[src/design/ufcb_pkg.sv]
// ----------------------------------------------------------------------------
// ufcb_pkg: shared types and constants for the serial-line buffer engine
// Command codes, register indexes, the queued command and the result record.
// ----------------------------------------------------------------------------
package ufcb_pkg;

   // request mode codes as they arrive on the port
   localparam logic [2:0] MODE_RX_BYTE   = 3'd0;
   localparam logic [2:0] MODE_READ      = 3'd1;
   localparam logic [2:0] MODE_PUT       = 3'd2;
   localparam logic [2:0] MODE_TX_READY  = 3'd3;
   localparam logic [2:0] MODE_MODEM     = 3'd4;
   localparam logic [2:0] MODE_CANCEL_RX = 3'd5;
   localparam logic [2:0] MODE_CANCEL_TX = 3'd6;

   // configuration register indexes
   localparam logic [2:0] CSR_XOFF_CHAR  = 3'd0;
   localparam logic [2:0] CSR_RAW_MODE   = 3'd1;
   localparam logic [2:0] CSR_LOCAL_LINE = 3'd2;
   localparam logic [2:0] CSR_RX_HIGH    = 3'd3;
   localparam logic [2:0] CSR_RX_LOW     = 3'd4;
   localparam logic [2:0] CSR_TX_LOW     = 3'd5;

   localparam int WATER_W = 13;
   localparam int LEVEL_W = 13;

   localparam logic [7:0]         XOFF_RESET    = 8'd19;
   localparam logic [WATER_W-1:0] RX_HIGH_RESET = 13'd3072;
   localparam logic [WATER_W-1:0] RX_LOW_RESET  = 13'd1024;
   localparam logic [WATER_W-1:0] TX_LOW_RESET  = 13'd1024;

   typedef enum logic [2:0] {
      OP_RX_BYTE,
      OP_READ,
      OP_PUT,
      OP_TX_READY,
      OP_MODEM,
      OP_CANCEL_RX,
      OP_CANCEL_TX,
      OP_NONE
   } op_type;

   typedef struct packed {
      op_type     op;
      logic [7:0] data;
      logic       line_overrun;
      logic       tx_empty;
      logic       cts_in;
      logic       dcd_in;
      logic       dsr_in;
   } cmd_type;

   typedef struct packed {
      logic [7:0]         byte_out;
      logic               byte_valid;
      logic               rts_out;
      logic [LEVEL_W-1:0] rx_level;
      logic [LEVEL_W-1:0] tx_level;
      logic               soft_ready;
      logic               peer_ready;
      logic               hung_up;
      logic               notify;
      logic               tx_done;
      logic               tx_irq_enable;
      logic [15:0]        overrun_total;
   } rsp_type;

   typedef enum logic {
      ST_EXEC,
      ST_FETCH
   } st_type;

endpackage

[src/design/ufcb_front.sv]
// ----------------------------------------------------------------------------
// ufcb_front: request intake
// Decodes the mode of each request and holds up to two commands for the engine.
// ----------------------------------------------------------------------------
module ufcb_front (
   input  logic                clock,
   input  logic                reset,
   input  logic                req_push,
   output logic                req_full,
   input  logic [2:0]          req_mode,
   input  logic [7:0]          req_data,
   input  logic                req_line_overrun,
   input  logic                req_tx_empty,
   input  logic                req_cts_in,
   input  logic                req_dcd_in,
   input  logic                req_dsr_in,
   output logic                cmd_valid,
   output ufcb_pkg::cmd_type   cmd,
   input  logic                cmd_take
);
   import ufcb_pkg::*;

   cmd_type    slot_ff [2];
   logic       wr_ptr_ff, wr_ptr_in;
   logic       rd_ptr_ff, rd_ptr_in;
   logic [1:0] count_ff, count_in;
   logic       push_ok;
   cmd_type    decoded;

   // classify the mode code
   always_comb begin
      decoded.data         = req_data;
      decoded.line_overrun = req_line_overrun;
      decoded.tx_empty     = req_tx_empty;
      decoded.cts_in       = req_cts_in;
      decoded.dcd_in       = req_dcd_in;
      decoded.dsr_in       = req_dsr_in;
      unique case (req_mode)
         MODE_RX_BYTE:   decoded.op = OP_RX_BYTE;
         MODE_READ:      decoded.op = OP_READ;
         MODE_PUT:       decoded.op = OP_PUT;
         MODE_TX_READY:  decoded.op = OP_TX_READY;
         MODE_MODEM:     decoded.op = OP_MODEM;
         MODE_CANCEL_RX: decoded.op = OP_CANCEL_RX;
         MODE_CANCEL_TX: decoded.op = OP_CANCEL_TX;
         default:        decoded.op = OP_NONE;
      endcase
   end

   assign req_full  = (count_ff == 2'd2);
   assign push_ok   = req_push && !req_full;
   assign cmd_valid = (count_ff != 2'd0);
   assign cmd       = slot_ff[rd_ptr_ff];

   // advance pointers and count
   always_comb begin
      wr_ptr_in = wr_ptr_ff ^ push_ok;
      rd_ptr_in = rd_ptr_ff ^ cmd_take;
      count_in  = count_ff + {1'b0, push_ok} - {1'b0, cmd_take};
   end

   always_ff @(posedge clock) begin
      if (reset) begin
         wr_ptr_ff <= 1'b0;
         rd_ptr_ff <= 1'b0;
         count_ff  <= 2'd0;
      end else begin
         wr_ptr_ff <= wr_ptr_in;
         rd_ptr_ff <= rd_ptr_in;
         count_ff  <= count_in;
      end
   end

   // store the decoded command
   always_ff @(posedge clock) begin
      if (push_ok) begin
         slot_ff[wr_ptr_ff] <= decoded;
      end
   end

endmodule

[config.mk]
export PLATFORM = sky130hd
export DESIGN_NAME = ufcb_front
export DESIGN_NICKNAME = d
export VERILOG_FILES = /design/src/design/ufcb_pkg.sv /design/src/design/ufcb_front.sv
export SDC_FILE = /design/constraint.sdc
export NUM_CORES = 1
export LEC_CHECK = 0
export ABC_CLOCK_PERIOD_IN_PS = 1950
export BUFFER_PORTS_ARGS = -buffer_cell sky130_fd_sc_hd__buf_2
export CAP_MARGIN = 25
export CORE_ASPECT_RATIO = 1.2
export CORE_MARGIN = 2
export CORE_UTILIZATION = 37
export CTS_BUF_LIST = sky130_fd_sc_hd__clkbuf_2 sky130_fd_sc_hd__clkbuf_4 sky130_fd_sc_hd__clkbuf_8
export DETAILED_ROUTE_END_ITERATION = 16
export MAX_ROUTING_LAYER = met4
export SLEW_MARGIN = 20
export SYNTH_ARGS = -nofsm -noshare
export SYNTH_HDL_FRONTEND = slang
export SYNTH_SLANG_ARGS = --single-unit
[constraint.sdc]
create_clock -name clock -period 1.95 [get_ports clock]
set_input_delay 0.2925 -clock clock [delete_from_list [all_inputs] [get_ports clock]]
set_output_delay 0.2925 -clock clock [all_outputs]
set_load 0.02 [all_outputs]
# --- After elaboration in Yosys (flattened, before gate mapping) ---
# Memories as Yosys holds them, arrays and structs flattened. A register that Yosys moved wholly into a read port is not among the register bits.
# Cells that the tools add are included.
classes:
  n_eq_ne: 7
  addsub: 2
  n_mux: 4
  reduce_logical: 4
  bitwise_logic: 2
op_table:
  columns: ["operator", "count"]
  rows:
  - ["case mux 3 bit (7 select lines)", 1]
  - ["equality test 3 bit, second input constant", 3]
  - ["equality test 3 x 2 -> 1 bit, second input constant", 2]
  - ["equality test 3 x 1 -> 1 bit, second input constant", 1]
  - ["logical NOT 3 bit", 1]
  - ["2-to-1 mux 1 bit", 3]
  - ["adder 2 x 1 -> 2 bit", 1]
  - ["equality test 2 bit, second input constant", 1]
  - ["nonzero test 2 bit", 1]
  - ["subtractor 2 x 1 -> 2 bit", 1]
  - ["bitwise XOR 1 bit", 2]
  - ["logical AND 1 bit", 1]
  - ["logical NOT 1 bit", 1]
word_totals:
  elab_cells: 23
  out_inout_bits: 18
  mem_bits_rw: 32
  input_bits: 20
  n_memories: 1
  regBits: 4
memory_table:
  columns: ["name", "words", "word_bits", "read_ports", "rd_clocked_by_memory_dff", "write_ports", "line_no", "text"]
  rows:
  - ["slot_ff", 2, 16, 1, 1, 1, "ufcb_front.sv:23", "cmd_type slot_ff [2];"]

# --- Logic depth before layout (Yosys ltp) ---
depth:
  word_depth: 5
  ltp_mapped: 7
  mapped_depth_nobuf: 7

# --- Worst setup path after synthesis ---
# Ideal clock, no wire load.
synth_path:
  path_type: "register to register"
  from: "register count_ff[0]"
  to: "memory slot_ff[1][0] (netlist name), enable pin"
  path_slack_ns: 0.511
  setup_time_ns: 0.374
  required_time_ns: 1.576
  path_stages_with_launch: 4
  synth_period_minus_slack_ns: 1.439
  t_arrival_ns: 1.065
  n_path_buf: 0
  path_cell_list: "dfxtp_1 nand2b_1 and2_1 ha_1"
synth_between:
  elab_chain_cells: 5
synth_lines:
  columns: ["element", "line_no", "text"]
  rows:
  - ["start: declaration", "ufcb_front.sv:26", "logic [1:0] count_ff, count_in;"]
  - ["start signal: assignment", "ufcb_front.sv:70", "count_ff <= count_in;"]
  - ["equality test 2 bit", "ufcb_front.sv:50", "assign req_full = (count_ff == 2'd2);"]
  - ["logical NOT 1 bit", "ufcb_front.sv:51", "assign push_ok = req_push && !req_full;"]
  - ["logical AND 1 bit", "ufcb_front.sv:51", null]
  - ["2-to-1 mux 1 bit", "ufcb_front.sv:76", "if (push_ok) begin"]
  - ["2-to-1 mux 1 bit (implied by the code)", "ufcb_front.sv:77", "slot_ff[wr_ptr_ff] <= decoded;"]
  - ["end: declaration", "ufcb_front.sv:23", null]
# No other way between the ends.

==> results.py <==
metrics = {
    "status": {
        "status": "finished, final reports clean",
    },
    "sta": {
        "max_freq_ghz": 0.546,
        "skew_ns": 0.00416,
        "fin_setup_tns_ns": 0,
        "min_period_ns": 1.83,
        "rsz0062_at_grt": "false",
        "post-route-period-util": 0.940,
        "worst_pin_slew_ns": 0.330,
        "timing_hold_violations_final": 0,
        "report.final.slew_viol_count": 0,
        "finalSetupViolCount": 0,
        "slew_headroom": 0.779,
    },
    "clock_tree": {
        "cts_resized": 0,
        "holdBufCountCts": 0,
        "clk_latency_ns": 0.28,
        "clock_sinks": 36,
        "clk_pin_slew_ns": 0.07,
        "root_buffer": "clkbuf_8",
        "cts_setup_buffers": 0,
        "cts-htree-levels": 2,
        "clock_path_buffers": 2,
        "cts_buffers": 5,
        "cts_tree": "yes",
    },
    "cells_and_area": {
        "area_growth_pct": 24.6,
        "final_cells": 170,
        "drive_above_1_share": 0.559,
        "nets": 141,
        "antenna_cells": 0,
        "utilization": 0.486,
    },
    "drt": {
        "wl_mm": 2.06,
        "drt_iter0_markers": 16,
        "wl_per_cell_um": 12.1,
        "vias": 718,
        "avgViaCountPerCell": 4.22,
        "drc_errors": 0,
        "ant_nets": 0,
        "firstDrtPassIters": 4,
    },
    "place": {
        "dpl.hpwl_mm": 1.52,
        "dp.cells": 162,
        "gp_congestion": 0.616,
        "io_buffers": 37,
    },
    "power": {
        "powerDensity_mw_per_mm2": 1160,
        "p_int_mw": 1.52,
        "clkPwrFrac": 0.247,
        "pwr-share-seq": 0.497,
        "netSwitchingPower_uw": 546,
        "p_leak_nw": 0.732,
        "p_comb_frac": 0.256,
        "swShare": 0.264,
        "ir_drop_uv": 549,
    },
    "worst_setup_path": {
        "critPathRequiredTime_ns": 1.66,
        "path_class": "reg2out",
        "r2r_slack_ns": 0.51,
        "path_max_fanout": 8,
        "worstSetupStartpointType": "flop",
        "cp_data_arrival_time_ns": 1.54,
        "critPathCaptureType": "primary output",
    },
    "global_routing": {
        "grt_pass1_vias": 733,
        "antenna_found_initial": 0,
        "grt_first_pass_wirelength_mm": 3.24,
        "grt-ovfl-total": 0,
        "grt_max_degree": 13,
        "track_usage": 0.111,
    },
    "floorplan": {
        "ios": 38,
        "start_util": 0.390,
        "core_area_sq_mm": 0.00366,
        "dieArea_sq_mm": 0.00438,
        "die_y_um": 72.1,
        "die-width_um": 60.8,
        "rows": 24,
    },
    "synth": {
        "synthesis.nets": 98,
        "seq_area_frac_synth": 0.728,
        "yosysWarningCount": 0,
        "synth_seq_cells": 36,
        "synthesis.area_sq_mm": 0.00143,
        "synth_cell_types": 17,
        "synth_cells": 74,
        "syn_avg_cell_area_sq_um": 19.3,
    },
    "run": {
        "max_cap_viol_count": 0,
    },
    "worst_hold_path": {
        "hold_path_class": "in2reg",
    },
}
[cells by family after synthesis]
family | share of synthesized area
buffers and inverters | 0.0376
xor gates and xnor gates | 0.0219
adders and majority gates | 0.0350
and+or+nand+nor | 0.0280
muxes | 0.150
DFF | 0.728
[cells in the mapped netlist (all sizes together)]
library cell	number	area share
xnor3	1	0.016
nor2b	1	0.0044
edfxtp	32	0.67
clkbuf	3	0.0079
mux2	16	0.15
dfxtp	4	0.056
xnor2	1	0.0061
nor2	3	0.0079
or2	1	0.0044
ha	4	0.035
buf	2	0.022
nand2	1	0.0026
and2	1	0.0044
nand2b	1	0.0044
inv	3	0.0079
[area by class of cell]
cell class	count	area, sq um
clock inverters	1	5.00
multi-input cells	30	335
repair buffers	41	240
fillers	335	1880
clock buffers	7	83.8
well taps	52	65.1
inverters	3	11.3
flip-flops and latches	36	1040
[cells in the final DEF (no fill, tap or decap), drive strengths merged]
cell type,Yosys,layout
or2,1,1
xnor3,1,1
and2,1,1
nor2b,1,1
nand2,1,1
mux2,16,16
xnor2,1,1
dfxtp,4,4
inv,3,3
nand2b,1,1
nor2,3,3
clkbuf,3,7
clkinv,0,1
edfxtp,32,32
buf,2,41
ha,4,4
[metal layers]
layer | part of all wire | vias up | track usage
met3 | 0.071 | 4 | 0.0535
met4 | 0.012 | 0 | 0.0652
met2 | 0.54 | 25 | 0.179
met5 | 0 | - | -
met1 | 0.38 | 336 | 0.103
li1 | - | 353 | -
[per-stage QoR]
stage                     setup slack, ns  cell area, sq um  power (mW)  hold slack (ns)
after floorplan                     0.511              1430        1.40            0.359
after global placement              0.428              1690        1.57            0.481
after detailed placement            0.406              1690        1.58            0.484
after CTS                          0.0929              1780        2.10            0.188
after global routing               0.0254              1780        2.18            0.186
final                               0.117              1780        2.07            0.203
[worst paths after layout]
path,start,to,cells past startpoint
max,rd_ptr_ff,cmd[0],3
min,req_data[4],slot_ff[0][9],1
max reg2reg,count_ff[0],slot_ff[1][14],4
min reg2reg,wr_ptr_ff,wr_ptr_ff,3
[registers in the layout, indices dropped and copies added, names as in the netlist]
signal	count
slot_ff	32
rd_ptr_ff	1
wr_ptr_ff	1
count_ff	2
[critical path, stage by stage (launching register included)]
cell	delay (ns)
dfxtp_1	0.51
buf_4	0.25
mux2_2	0.34
buf_2	0.16
[power groups by stage]
stage	combinational [mW]	sequential [mW]	clock, mW
floorplan	0.376	1.03	0
finish	0.529	1.03	0.510
detailed placement	0.540	1.05	0
CTS	0.542	1.03	0.534
global placement	0.531	1.04	0
global route	0.582	1.04	0.561
(Power assumes the default switching activity.)
