File: src/design/ufcb_pkg.sv
// ----------------------------------------------------------------------------
// ufcb_pkg: shared types and constants for the serial-line buffer engine
// Command codes, register indexes, the queued command and the result record.
// ----------------------------------------------------------------------------
package ufcb_pkg;

   // request mode codes as they arrive on the port
   localparam logic [2:0] MODE_RX_BYTE   = 3'd0;
   localparam logic [2:0] MODE_READ      = 3'd1;
   localparam logic [2:0] MODE_PUT       = 3'd2;
   localparam logic [2:0] MODE_TX_READY  = 3'd3;
   localparam logic [2:0] MODE_MODEM     = 3'd4;
   localparam logic [2:0] MODE_CANCEL_RX = 3'd5;
   localparam logic [2:0] MODE_CANCEL_TX = 3'd6;

   // configuration register indexes
   localparam logic [2:0] CSR_XOFF_CHAR  = 3'd0;
   localparam logic [2:0] CSR_RAW_MODE   = 3'd1;
   localparam logic [2:0] CSR_LOCAL_LINE = 3'd2;
   localparam logic [2:0] CSR_RX_HIGH    = 3'd3;
   localparam logic [2:0] CSR_RX_LOW     = 3'd4;
   localparam logic [2:0] CSR_TX_LOW     = 3'd5;

   localparam int WATER_W = 13;
   localparam int LEVEL_W = 13;

   localparam logic [7:0]         XOFF_RESET    = 8'd19;
   localparam logic [WATER_W-1:0] RX_HIGH_RESET = 13'd3072;
   localparam logic [WATER_W-1:0] RX_LOW_RESET  = 13'd1024;
   localparam logic [WATER_W-1:0] TX_LOW_RESET  = 13'd1024;

   typedef enum logic [2:0] {
      OP_RX_BYTE,
      OP_READ,
      OP_PUT,
      OP_TX_READY,
      OP_MODEM,
      OP_CANCEL_RX,
      OP_CANCEL_TX,
      OP_NONE
   } op_type;

   typedef struct packed {
      op_type     op;
      logic [7:0] data;
      logic       line_overrun;
      logic       tx_empty;
      logic       cts_in;
      logic       dcd_in;
      logic       dsr_in;
   } cmd_type;

   typedef struct packed {
      logic [7:0]         byte_out;
      logic               byte_valid;
      logic               rts_out;
      logic [LEVEL_W-1:0] rx_level;
      logic [LEVEL_W-1:0] tx_level;
      logic               soft_ready;
      logic               peer_ready;
      logic               hung_up;
      logic               notify;
      logic               tx_done;
      logic               tx_irq_enable;
      logic [15:0]        overrun_total;
   } rsp_type;

   typedef enum logic {
      ST_EXEC,
      ST_FETCH
   } st_type;

endpackage

File: src/design/ufcb_rspq.sv
// ----------------------------------------------------------------------------
// ufcb_rspq: result queue
// Two-entry queue that holds finished results until the consumer pops them.
// ----------------------------------------------------------------------------
module ufcb_rspq (
   input  logic                clock,
   input  logic                reset,
   input  logic                rsp_in_push,
   input  ufcb_pkg::rsp_type   rsp_in,
   output logic                rsp_in_full,
   input  logic                rsp_pop,
   output logic                rsp_empty,
   output ufcb_pkg::rsp_type   rsp_head
);
   import ufcb_pkg::*;

   rsp_type    slot_ff [2];
   logic       wr_ptr_ff, wr_ptr_in;
   logic       rd_ptr_ff, rd_ptr_in;
   logic [1:0] count_ff, count_in;
   logic       pop_ok;

   assign rsp_empty   = (count_ff == 2'd0);
   assign rsp_in_full = (count_ff == 2'd2);
   assign pop_ok      = rsp_pop && !rsp_empty;
   assign rsp_head    = slot_ff[rd_ptr_ff];

   // advance pointers and count
   always_comb begin
      wr_ptr_in = wr_ptr_ff ^ rsp_in_push;
      rd_ptr_in = rd_ptr_ff ^ pop_ok;
      count_in  = count_ff + {1'b0, rsp_in_push} - {1'b0, pop_ok};
   end

   always_ff @(posedge clock) begin
      if (reset) begin
         wr_ptr_ff <= 1'b0;
         rd_ptr_ff <= 1'b0;
         count_ff  <= 2'd0;
      end else begin
         wr_ptr_ff <= wr_ptr_in;
         rd_ptr_ff <= rd_ptr_in;
         count_ff  <= count_in;
      end
   end

   always_ff @(posedge clock) begin
      if (rsp_in_push) begin
         slot_ff[wr_ptr_ff] <= rsp_in;
      end
   end

endmodule

File: config.mk
export PLATFORM = sky130hd
export DESIGN_NAME = ufcb_rspq
export DESIGN_NICKNAME = d
export VERILOG_FILES = /design/src/design/ufcb_pkg.sv /design/src/design/ufcb_rspq.sv
export SDC_FILE = /design/constraint.sdc
export NUM_CORES = 1
export LEC_CHECK = 0
export BUFFER_PORTS_ARGS = -buffer_cell sky130_fd_sc_hd__buf_4
export CAP_MARGIN = 10
export CORE_UTILIZATION = 47
export CTS_CLUSTER_SIZE = 30
export DETAILED_ROUTE_END_ITERATION = 10
export PLACE_DENSITY = 0.83
export SETUP_SLACK_MARGIN = 0.15
export SLEW_MARGIN = 20
export SYNTH_ARGS = -nofsm -noshare
export SYNTH_HDL_FRONTEND = slang
export SYNTH_SLANG_ARGS = --single-unit
File: constraint.sdc
create_clock -name clock -period 2.3 [get_ports clock]
set_clock_uncertainty 0.05 [all_clocks]
set_input_delay 0.46 -clock clock [delete_from_list [all_inputs] [get_ports clock]]
set_output_delay 0.46 -clock clock [all_outputs]
set_load 0.005 [all_outputs]
After elaboration in Yosys (flattened, before gate mapping)
Memories as Yosys holds them, arrays and structs flattened. A register that Yosys moved wholly into a read port is not among the register bits.
Index checks and enable logic that the tools add are counted.
{ "word_totals": {"register_bits": 4, "ramBits": 116, "input_bits": 62, "out_inout_bits": 60, "wordCells": 15, "n_memories": 1} }
{ "op_classes": {"n_addsub": 2, "n_eq_ne": 1, "n_mux": 3, "n_bitwise": 2, "reduce_logical": 3} }
{ "mem_list": {"columns": ["memory", "words", "word_bits", "rd", "rd_ports_with_merged_regs", "write_ports", "line", "text"], "rows": [
  ["slot_ff", 2, 58, 1, 1, 1, "ufcb_rspq.sv:17", "rsp_type slot_ff [2];"]
]} }
{ "op_table": {"columns": ["op", "n"], "rows": [
  ["two-way mux 1 bit", 3],
  ["adder 2 x 1 -> 2 bit", 1],
  ["equality test 2 bit (second input constant)", 1],
  ["logical NOT 2 bit", 1],
  ["subtractor 2 x 1 -> 2 bit", 1],
  ["XOR 1 bit", 2],
  ["logical AND 1 bit", 1],
  ["logical NOT 1 bit", 1]
]} }

Logic depth before layout (Yosys ltp)
Gate-level depths: netlist of run 1.
{ "logic_depth": {"ltp_word": 5, "mapped_depth": 6, "mapped_depth_nobuf": 6} }

Least setup slack after synthesis of run 1
OpenSTA, ideal clock, no wires.
{ "synth_path": {"path_kind": "input -> register", "from": "input port rsp_in_push", "to": "memory slot_ff[0][0] in the netlist's numbering, enable pin", "setup_time_ns": 0.422, "arrival_time_ns": 1.878, "required_ns": 1.828, "slack_ns": -0.050, "cell_stages": 1, "n_path_buf": 0, "cell_sequence": "ha_1"} }
{ "synth_between": {"elab_chain_len": 2} }
{ "synth_lines": {"columns": ["element", "line", "text"], "rows": [
  ["start, declared", "ufcb_rspq.sv:8", "input logic rsp_in_push,"],
  ["two-way mux 1 bit", "ufcb_rspq.sv:48", "if (rsp_in_push) begin"],
  ["two-way mux 1 bit (implied by the code)", "ufcb_rspq.sv:49", "slot_ff[wr_ptr_ff] <= rsp_in;"],
  ["end, declared", "ufcb_rspq.sv:17", null]
]} }
No other way between the ends.

==> flow_metrics.py, run 1 <==
metrics = {
    "setup_path": {
        "crit_chain": "buf_12 > mux2_2 > buf_4",
        "critPathRequiredTime_ns": 1.79,
        "crit_slowest_cell": "dfxtp_4",
        "crit_start": "rd_ptr_ff",
        "critPathLaunchType": "flop",
        "critical_path_arrival_ns": 1.62,
        "r2r_slack_ns": 0.85,
        "slowest_delay_ns": 0.41,
        "r2r_start": "count_ff[1]",
        "critical_path_class": "flop to primary output",
        "regToRegEndpoint": "count_ff[1]",
        "worstPathMaxFanout": 21,
        "cp-endpoint": "rsp_head[5]",
        "reg2reg_depth": 6,
        "crit_path_end_kind": "primary output",
    },
    "layout": {
        "design_area_um2": 6126,
        "drive_above_1_share_pct": 62.54,
        "nNetsFinal": 408,
        "fin_util_pct": 66.61,
        "syn_to_final_growth_pct": 38.11,
        "diodes": 0,
        "layout_commonest_cell": "buf_4",
        "final_cell_mix": "125 x buf_4, 116 x edfxtp_1, 59 x mux2_2",
    },
    "route": {
        "num_vias": 2282,
        "ant_nets": 0,
        "drtPass1Iterations": 4,
        "wl_met2_um": 4294,
        "met1Wirelength_um": 3150,
        "drc": 0,
        "post_drt_wl_per_cell_um": 17.17,
        "routed.top_layer": "met4",
        "wl_met3_um": 413,
        "drtIter0Drc": 67,
        "wl_um": 8000,
        "viasPerCell": 4.897,
    },
    "place": {
        "dpl.hpwl_um": 5042,
        "place_area_um2": 5472,
        "gp_congestion": 0.6757,
        "port_buffers": 121,
    },
    "cts": {
        "clkSinkCount": 120,
        "cts_tree": "built",
        "h-tree-depth": 4,
        "clk_pin_slew_ns": 0.06,
        "clock_path_buffers": 2,
        "clk_latency_ns": 0.50,
        "cts_setup_buffers": 0,
        "cts_buffers": 17,
        "root_buffer": "clkbuf_8",
    },
    "pwr": {
        "pwr-share-comb_pct": 18.3,
        "p_sw_share_pct": 22.43,
        "powerDensity_nw_per_um2": 1069,
        "ir_drop_mv": 0.6796,
        "seq_power_share_pct": 40.2,
        "p_leak_nw": 2.339,
        "power_mw": 6.546,
        "switchingPower_mw": 1.468,
        "p_int_mw": 5.078,
        "p_clk_share_pct": 41.5,
    },
    "sta": {
        "hold_viol_final": 0,
        "tns_ns": 0,
        "tightest_slew_ns": 0.5175,
        "finalCritPeriodShare_pct": 92.80,
        "fmax_mhz": 468.5,
        "setup-violations-final": 0,
        "relSlewSlack_pct": 65.50,
        "rsz0062_at_grt": "true",
        "final_max_slew_viol_count": 0,
        "finalCriticalPeriod_ns": 2.135,
    },
    "synthesis": {
        "yosysTopAreaCell": "edfxtp_1",
        "netlist_area_um2": 4436,
        "synth.avg_cell_area_um2": 21.96,
        "synthCells": 202,
        "synth_area_leaders": "edfxtp_1 79%, mux2_2 15%, dfxtp_1 1.8%",
        "ys_seq_area_share_pct": 80.34,
        "ys_warn_count": 0,
        "synth_top_area_share_pct": 78.53,
        "ys_ff_latch": 120,
        "ys_types": 13,
        "syn_nets": 268,
    },
    "worst_hold_path": {
        "hold_path_depth": 1,
        "hp-class": "primary input to flop",
    },
    "floorplan": {
        "coreArea_um2": 9196,
        "die_area_um2": 9830,
        "initial_core_util_pct": 48.23,
        "boundaryPins": 122,
        "die_w_um": 99.15,
        "row_count": 35,
        "die_h_um": 99.15,
    },
    "global_routing": {
        "grt_start_max_net_pins": 39,
        "grt_pass1_wl_um": 12160,
        "grt_pass1_vias": 2527,
        "gr-total-overflow": 0,
        "grt_usage_pct": 17.23,
        "antenna_found_initial": 0,
    },
    "job": {
        "drv_cap": 0,
    },
    "status": {
        "status": "completed",
    },
}
## through the flow
step,hold WS (ns),std cells,worst slack [ns]
2_1_floorplan,0.4767,202,0.5622
3_3_place_gp,0.5033,433,0.6665
3_5_place_dp,0.5174,433,0.6591
4_1_cts,0.06468,466,0.1259
5_1_grt,0.05683,466,0.1035
6_report,0.08996,466,0.1655
## registers in the layout, summed over array words and instances, names as in the netlist
signal     count
count_ff       2
rd_ptr_ff      1
wr_ptr_ff      1
slot_ff      116
## layer usage
layer / vias up / global-route usage (%)
met2: 84 / 30.02
met4: 0 / 9.276
met5: - / 0
met3: 13 / 5.271
li1: 1081 / -
met1: 1104 / 19.00
## worst max-delay path: cells and delay by family, from the launching register on
| kind | cells | cell delay, ns |
|---|---|---|
| buffers and inverters | 2 | 0.34 |
| flip-flops | 1 | 0.41 |
| multiplexers | 1 | 0.37 |
## cells by family after synthesis
kind of cell,synth area share [%]
AO/OA/AOI/OAI,0.1693
buffers and inverters,1.946
XOR/XNOR,0.5077
AND/OR/NAND/NOR,0.9307
adder cells (fa/ha/maj),1.128
multiplexers,14.98
flip-flops,80.34
## layout make-up
| type | count | area, um2 |
|---|---|---|
| inverter | 3 | 11.26 |
| sequential | 120 | 3567 |
| timing repair buffer | 128 | 1001 |
| fill | 651 | 3070 |
| tap | 111 | 138.9 |
| multi-input combinational | 72 | 790.8 |
| clock inverter | 14 | 198.9 |
| clock buffer | 18 | 417.9 |
## cell usage after synthesis
master	instances
buf_4	2
buf_6	4
buf_8	1
dfxtp_1	4
edfxtp_1	116
ha_1	4
inv_1	3
mux2_2	59
nor2_1	4
nor2b_1	2
nor2b_4	1
o21a_1	1
xnor3_1	1
## power groups by stage
stage	combinational, mW	clock (mW)	sequential, mW
6_report	1.20	2.72	2.63
5_1_grt	1.29	2.87	2.64
4_1_cts	1.22	2.76	2.63
3_5_place_dp	1.17	0	2.66
3_3_place_gp	1.13	0	2.65
2_1_floorplan	0.655	0	2.64
## timing repair
item | in CTS | in global routing
gates resized for setup | 4 | 0
gates cloned | 1 | 0
endpoints found under the setup margin | 49 | 55
hold buffers | 0 | 0
pin swaps | 0 | 0
## how the worst min path moves through the flow
stage	startpoint	end	slack, ns
finish	rsp_in[29]	slot_ff[1][29]	0.09
global route	rsp_in[25]	slot_ff[0][25]	0.06
CTS	rsp_in[14]	slot_ff[0][14]	0.06
detailed placement	wr_ptr_ff	wr_ptr_ff	0.52
global placement	wr_ptr_ff	wr_ptr_ff	0.50
floorplan	reset	wr_ptr_ff	0.48
Note: power is estimated with default switching activity, not from simulation.
==> run 2, diff against run 1 <==
--- a/config.mk
+++ b/config.mk
@@ -11,7 +11,9 @@
 export CTS_CLUSTER_SIZE = 30
 export DETAILED_ROUTE_END_ITERATION = 10
 export PLACE_DENSITY = 0.83
+export RECOVER_POWER = 100
 export SETUP_SLACK_MARGIN = 0.15
+export SKIP_LAST_GASP = 1
 export SLEW_MARGIN = 20
 export SYNTH_ARGS = -nofsm -noshare
 export SYNTH_HDL_FRONTEND = slang
==> flow_metrics.py, run 2 (synthesized netlist as in run 1, its figures left out) <==
metrics = {
    "route": {
        "met1Wirelength_um": 3157,
        "wl_met2_um": 4244,
        "viasPerCell": 4.888,
        "num_vias": 2278,
        "drtIter0Drc": 66,
        "drtPass1Iterations": 3,
        "wl_um": 7904,
        "post_drt_wl_per_cell_um": 16.96,
        "wl_met3_um": 385,
        "routed.top_layer": "met4",
        "drc": 0,
        "ant_nets": 0,
    },
    "worst_hold_path": {
        "hold_path_depth": 2,
        "hp-class": "primary input to flop",
    },
    "setup_path": {
        "r2r_start": "wr_ptr_ff",
        "worstPathMaxFanout": 21,
        "crit_path_end_kind": "primary output",
        "critPathRequiredTime_ns": 1.79,
        "r2r_slack_ns": 0.51,
        "critical_path_arrival_ns": 1.63,
        "cp-endpoint": "rsp_head[5]",
        "regToRegEndpoint": "slot_ff[0][8]",
        "crit_start": "rd_ptr_ff",
        "critical_path_class": "flop to primary output",
        "critPathLaunchType": "flop",
        "reg2reg_depth": 3,
    },
    "sta": {
        "tns_ns": 0,
        "rsz0062_at_grt": "true",
        "finalCriticalPeriod_ns": 2.138,
        "tightest_slew_ns": 1.140,
        "setup-violations-final": 0,
        "final_max_slew_viol_count": 0,
        "hold_viol_final": 0,
        "finalCritPeriodShare_pct": 92.97,
        "relSlewSlack_pct": 23.99,
        "fmax_mhz": 467.7,
    },
    "global_routing": {
        "antenna_found_initial": 0,
        "grt_start_max_net_pins": 39,
        "gr-total-overflow": 0,
        "grt_pass1_wl_um": 12160,
        "grt_usage_pct": 17.23,
        "grt_pass1_vias": 2527,
    },
    "place": {
        "dpl.hpwl_um": 5042,
        "dpl.cell_count": 433,
        "port_buffers": 121,
        "gp_congestion": 0.6757,
    },
    "cts": {
        "cts_tree": "built",
        "clock_path_buffers": 2,
        "clk_latency_ns": 0.50,
        "cts_hold_buf": 0,
        "h-tree-depth": 4,
        "cts_setup_buffers": 0,
        "cts_buffers": 17,
        "clkSinkCount": 120,
        "clk_pin_slew_ns": 0.06,
        "root_buffer": "clkbuf_8",
    },
    "layout": {
        "top_register": "slot_ff",
        "nNetsFinal": 408,
        "syn_to_final_growth_pct": 36.64,
        "layout_commonest_cell": "edfxtp_1",
        "final_cell_mix": "116 x edfxtp_1, 99 x clkbuf_4, 56 x mux2_2",
        "drive_above_1_share_pct": 57.18,
        "n_fill_cell": 667,
        "diodes": 0,
        "largest_reg_flops": 116,
        "largest_registers": "slot_ff x116, count_ff x2",
        "multiInputGateArea_um2": 785.8,
        "seqCellArea_um2": 3567,
        "fin_cells": 466,
    },
    "floorplan": {
        "die_area_um2": 9830,
        "die_h_um": 99.15,
        "die_w_um": 99.15,
        "initial_core_util_pct": 48.23,
        "boundaryPins": 122,
        "coreArea_um2": 9196,
        "row_count": 35,
    },
    "pwr": {
        "powerDensity_nw_per_um2": 1070,
        "ir_drop_mv": 0.6786,
        "p_leak_nw": 2.270,
    },
    "status": {
        "status": "completed",
    },
    "job": {
        "drv_cap": 0,
    },
}
-- run 2: cell types whose count changed in the layout (fill, tap and decap cells not counted) --
cell,before,now
buf_4,125,9
clkbuf_1,1,15
clkbuf_2,0,3
clkbuf_4,0,99
ha_1,2,4
ha_2,2,0
mux2_1,0,3
mux2_2,59,56
-- run 2: repair_timing --
item | 4_1_cts | 5_1_grt
gates resized for setup | 4 | 0
setup endpoints to repair | 49 | 55
pin swaps | 0 | 0
cloned | 1 | 0
-- run 2: metal layers --
layer / vias up / track usage, %
met3: 12 / 5.271
met2: 83 / 30.02
li1: 1076 / -
met4: 0 / 9.276
met5: - / 0
met1: 1107 / 19.00
-- run 2: cell type report --
type | count | share of cell area, %
clock inverters | 14 | 3.282
well taps | 111 | 2.291
flip-flops and latches | 120 | 58.86
inverters | 3 | 0.1858
clock buffers | 18 | 6.895
multi-input cells | 72 | 12.96
repair buffers | 128 | 15.52
-- run 2: how the worst min path moves through the flow --
| stage | startpoint | end |
|---|---|---|
| 5_1_grt | rsp_in[25] | slot_ff[0][25] |
| 3_5_place_dp | wr_ptr_ff | wr_ptr_ff |
| 6_report | reset | wr_ptr_ff |
| 2_1_floorplan | reset | wr_ptr_ff |
| 4_1_cts | rsp_in[14] | slot_ff[0][14] |
| 3_3_place_gp | wr_ptr_ff | wr_ptr_ff |
-- run 2: power breakdown --
| part | switching (mW) | leakage (nW) | internal [mW] |
|---|---|---|---|
| Sequential | 0.0610 | 1.12 | 2.57 |
| Combinational | 0.454 | 0.847 | 0.688 |
| Clock | 0.940 | 0.300 | 1.77 |
-- run 2: stage by stage --
stage | utilization [%] | worst slack (ns) | hold WS [ns] | total power [mW] | instance area, um2
3_3_place_gp | 59.50 | 0.6665 | 0.5033 | 3.783 | 5472
3_5_place_dp | 59.50 | 0.6591 | 0.5174 | 3.834 | 5472
2_1_floorplan | - | 0.5622 | 0.4767 | 3.299 | 4441
5_1_grt | 65.90 | 0.09872 | 0.08127 | 6.749 | 6061
6_report | 65.90 | 0.1617 | 0.1133 | 6.486 | 6061
4_1_cts | 66.61 | 0.1259 | 0.06468 | 6.621 | 6126
-- run 2: worst max-delay path, stage by stage (launching register included) --
cell     delay [ns]
dfxtp_4        0.41
buf_12         0.20
mux2_1         0.36
buf_4          0.14
==> run 3, diff against run 2 <==
--- a/config.mk
+++ b/config.mk
@@ -5,14 +5,15 @@
 export SDC_FILE = /design/constraint.sdc
 export NUM_CORES = 1
 export LEC_CHECK = 0
+export ABC_AREA = 1
 export BUFFER_PORTS_ARGS = -buffer_cell sky130_fd_sc_hd__buf_4
 export CAP_MARGIN = 10
-export CORE_UTILIZATION = 47
+export CORE_UTILIZATION = 50
 export CTS_CLUSTER_SIZE = 30
 export DETAILED_ROUTE_END_ITERATION = 10
 export PLACE_DENSITY = 0.83
 export RECOVER_POWER = 100
-export SETUP_SLACK_MARGIN = 0.15
+export SETUP_SLACK_MARGIN = 0.5
 export SKIP_LAST_GASP = 1
 export SLEW_MARGIN = 20
 export SYNTH_ARGS = -nofsm -noshare
==> constraint.sdc (replaced) <==
create_clock -name clock -period 2.5 [get_ports clock]
set_clock_uncertainty 0.05 [all_clocks]
set_input_delay 0.5 -clock clock [delete_from_list [all_inputs] [get_ports clock]]
set_output_delay 0.5 -clock clock [all_outputs]
set_load 0.005 [all_outputs]
==> flow_metrics.py, run 3 <==
metrics = {
    "global_routing": {
        "gr-total-overflow": 0,
        "antenna_found_initial": 1,
        "grt_pass1_vias": 2510,
        "grt_pass1_wl_um": 12160,
        "grt_start_max_net_pins": 34,
        "grt_usage_pct": 17.00,
    },
    "cts": {
        "cts_tree": "built",
        "clock_path_buffers": 2,
        "clk_latency_ns": 0.49,
        "clk_pin_slew_ns": 0.05,
        "root_buffer": "clkbuf_8",
        "cts_buffers": 17,
        "h-tree-depth": 4,
        "cts_hold_buf": 0,
        "clkSinkCount": 120,
    },
    "route": {
        "num_vias": 2407,
        "viasPerCell": 4.902,
        "wl_um": 8411,
        "ant_nets": 0,
        "post_drt_wl_per_cell_um": 17.13,
        "drc": 0,
        "drtPass1Iterations": 4,
        "drtIter0Drc": 96,
    },
    "layout": {
        "syn_to_final_growth_pct": 37.59,
        "n_fill_cell": 605,
        "layout_commonest_cell": "edfxtp_1",
        "largest_reg_flops": 116,
        "nNetsFinal": 433,
        "final_cell_mix": "116 x edfxtp_1, 48 x clkbuf_4, 38 x buf_6",
        "largest_registers": "slot_ff x116, count_ff x2",
        "top_register": "slot_ff",
        "drive_above_1_share_pct": 49.34,
    },
    "place": {
        "port_buffers": 121,
        "gp_congestion": 0.6349,
        "dpl.hpwl_um": 5147,
    },
    "status": {
        "status": "completed",
    },
    "setup_path": {
        "reg2reg_depth": 3,
        "critical_path_class": "flop to primary output",
        "cp-endpoint": "rsp_head[0]",
        "crit_path_end_kind": "primary output",
        "worstPathMaxFanout": 6,
        "r2r_start": "wr_ptr_ff",
        "crit_start": "rd_ptr_ff",
        "critical_path_arrival_ns": 1.73,
        "critPathRequiredTime_ns": 1.95,
        "critPathLaunchType": "flop",
        "r2r_slack_ns": 0.48,
        "regToRegEndpoint": "slot_ff[0][52]",
    },
    "sta": {
        "final_max_slew_viol_count": 0,
        "tns_ns": 0,
        "finalCritPeriodShare_pct": 91.02,
        "rsz0062_at_grt": "true",
        "hold_viol_final": 0,
        "setup-violations-final": 0,
        "tightest_slew_ns": 1.447,
        "finalCriticalPeriod_ns": 2.275,
        "relSlewSlack_pct": 3.545,
        "holdWs_ns": 0.1415,
        "fmax_mhz": 439.5,
    },
    "pwr": {
        "p_clk_share_pct": 37.2,
        "ir_drop_mv": 0.5214,
        "p_leak_nw": 2.541,
        "p_sw_share_pct": 22.78,
        "pwr-share-comb_pct": 24.0,
        "p_int_mw": 4.794,
        "powerDensity_nw_per_um2": 957.4,
        "seq_power_share_pct": 38.8,
        "switchingPower_mw": 1.414,
    },
    "synthesis": {
        "ys_seq_area_share_pct": 75.60,
        "yosysMostFrequentCell": "edfxtp_1",
        "ys_types": 11,
        "ys_warn_count": 0,
        "synth_common_cells": "116 x edfxtp_1, 58 x mux2_4, 9 x inv_1, 8 x nor2_1, 6 x buf_12",
        "synth.avg_cell_area_um2": 22.02,
        "synthCells": 214,
        "async_flop_share_pct": 0,
        "synth_top_area_share_pct": 73.90,
        "synth_area_leaders": "edfxtp_1 74%, mux2_4 18%, buf_12 2.5%",
        "yosysTopAreaCell": "edfxtp_1",
        "netlist_area_um2": 4713,
        "ys_ff_latch": 120,
        "syn_nets": 280,
        "synth-edff-count": 116,
        "synth-main-ff-cell": "edfxtp_1",
    },
    "floorplan": {
        "coreArea_um2": 9196,
        "boundaryPins": 122,
        "die_w_um": 99.09,
        "die_area_um2": 9819,
        "row_count": 35,
        "die_h_um": 99.09,
        "initial_core_util_pct": 51.25,
    },
    "job": {
        "drv_cap": 0,
    },
    "worst_hold_path": {
        "hp-class": "primary input to flop",
    },
}
## run 3: cell families (layout without fill, tap and decap cells)
kind of cell               after synthesis  in the layout  share of synthesized area, %
AOI/OAI and AO/OA                        1              1                        0.1061
adders and majority gates                4              4                         1.062
buffers and inverters                   16            181                         3.504
DFF                                    120            120                         75.60
muxes                                   58             58                         18.48
other                                    0              1                             0
and+or+nand+nor                         15             15                         1.248
## run 3: per-stage QoR
| stage | cell area, um2 | utilization (%) | power, mW | cells | setup slack [ns] |
|---|---|---|---|---|---|
| 6_report | 6485 | 70.52 | 6.209 | 491 | 0.2245 |
| 4_1_cts | 6310 | 68.61 | 6.046 | 480 | 0.3376 |
| 3_5_place_dp | 5708 | 62.07 | 3.702 | 445 | 0.6286 |
| 2_1_floorplan | 4718 | - | 3.266 | 214 | 0.7222 |
| 3_3_place_gp | 5708 | 62.07 | 3.659 | 445 | 0.6433 |
| 5_1_grt | 6482 | 70.49 | 6.452 | 490 | 0.1574 |
## run 3: cell type report
cell class,count,area [um2],area share (%)
Inverter,9,33.78,0.5209
Clock buffer,18,417.9,6.444
Multi-Input combinational cell,78,887.1,13.68
Timing Repair Buffer,141,1287,19.85
Tap cell,111,138.9,2.142
Antenna cell,1,2.502,0.03859
Clock inverter,13,153.9,2.373
Sequential cell,120,3563,54.95
## run 3: per-layer routing
layer	vias up	GRT usage, %	share of wire, %
met5	-	0	0
met2	82	30.45	53
met1	1175	18.14	40
met3	7	5.481	6.2
li1	1143	-	-
met4	0	8.371	0.87
## run 3: timing repair
action                                  4_1_cts  5_1_grt
endpoints found under the setup margin       58       58
setup buffers                                 4        4
pin swaps                                     0        0
gates cloned                                  0        6
gates resized for setup                       0       46
## run 3: how the worst min path moves through the flow
stage | start | end | depth (start not counted)
after global placement | count_ff[1] | count_ff[1] | 3
after detailed placement | wr_ptr_ff | wr_ptr_ff | 3
after floorplan | count_ff[1] | count_ff[1] | 3
after global routing | reset | count_ff[0] | 2
after CTS | rsp_in[28] | slot_ff[0][28] | 1
final | reset | count_ff[0] | 2
## run 3: critical path, cell delays in order, from the launching register on
cell	delay, ns
dfxtp_1	0.44
buf_12	0.19
buf_12	0.14
mux2_1	0.34
buf_6	0.12
## run 3: power groups by stage
stage / logic (mW) / clock network (mW) / registers [mW]
global placement: 1.17 / 0 / 2.49
finish: 1.49 / 2.31 / 2.41
CTS: 1.28 / 2.35 / 2.42
floorplan: 0.837 / 0 / 2.43
detailed placement: 1.21 / 0 / 2.50
global route: 1.59 / 2.44 / 2.42
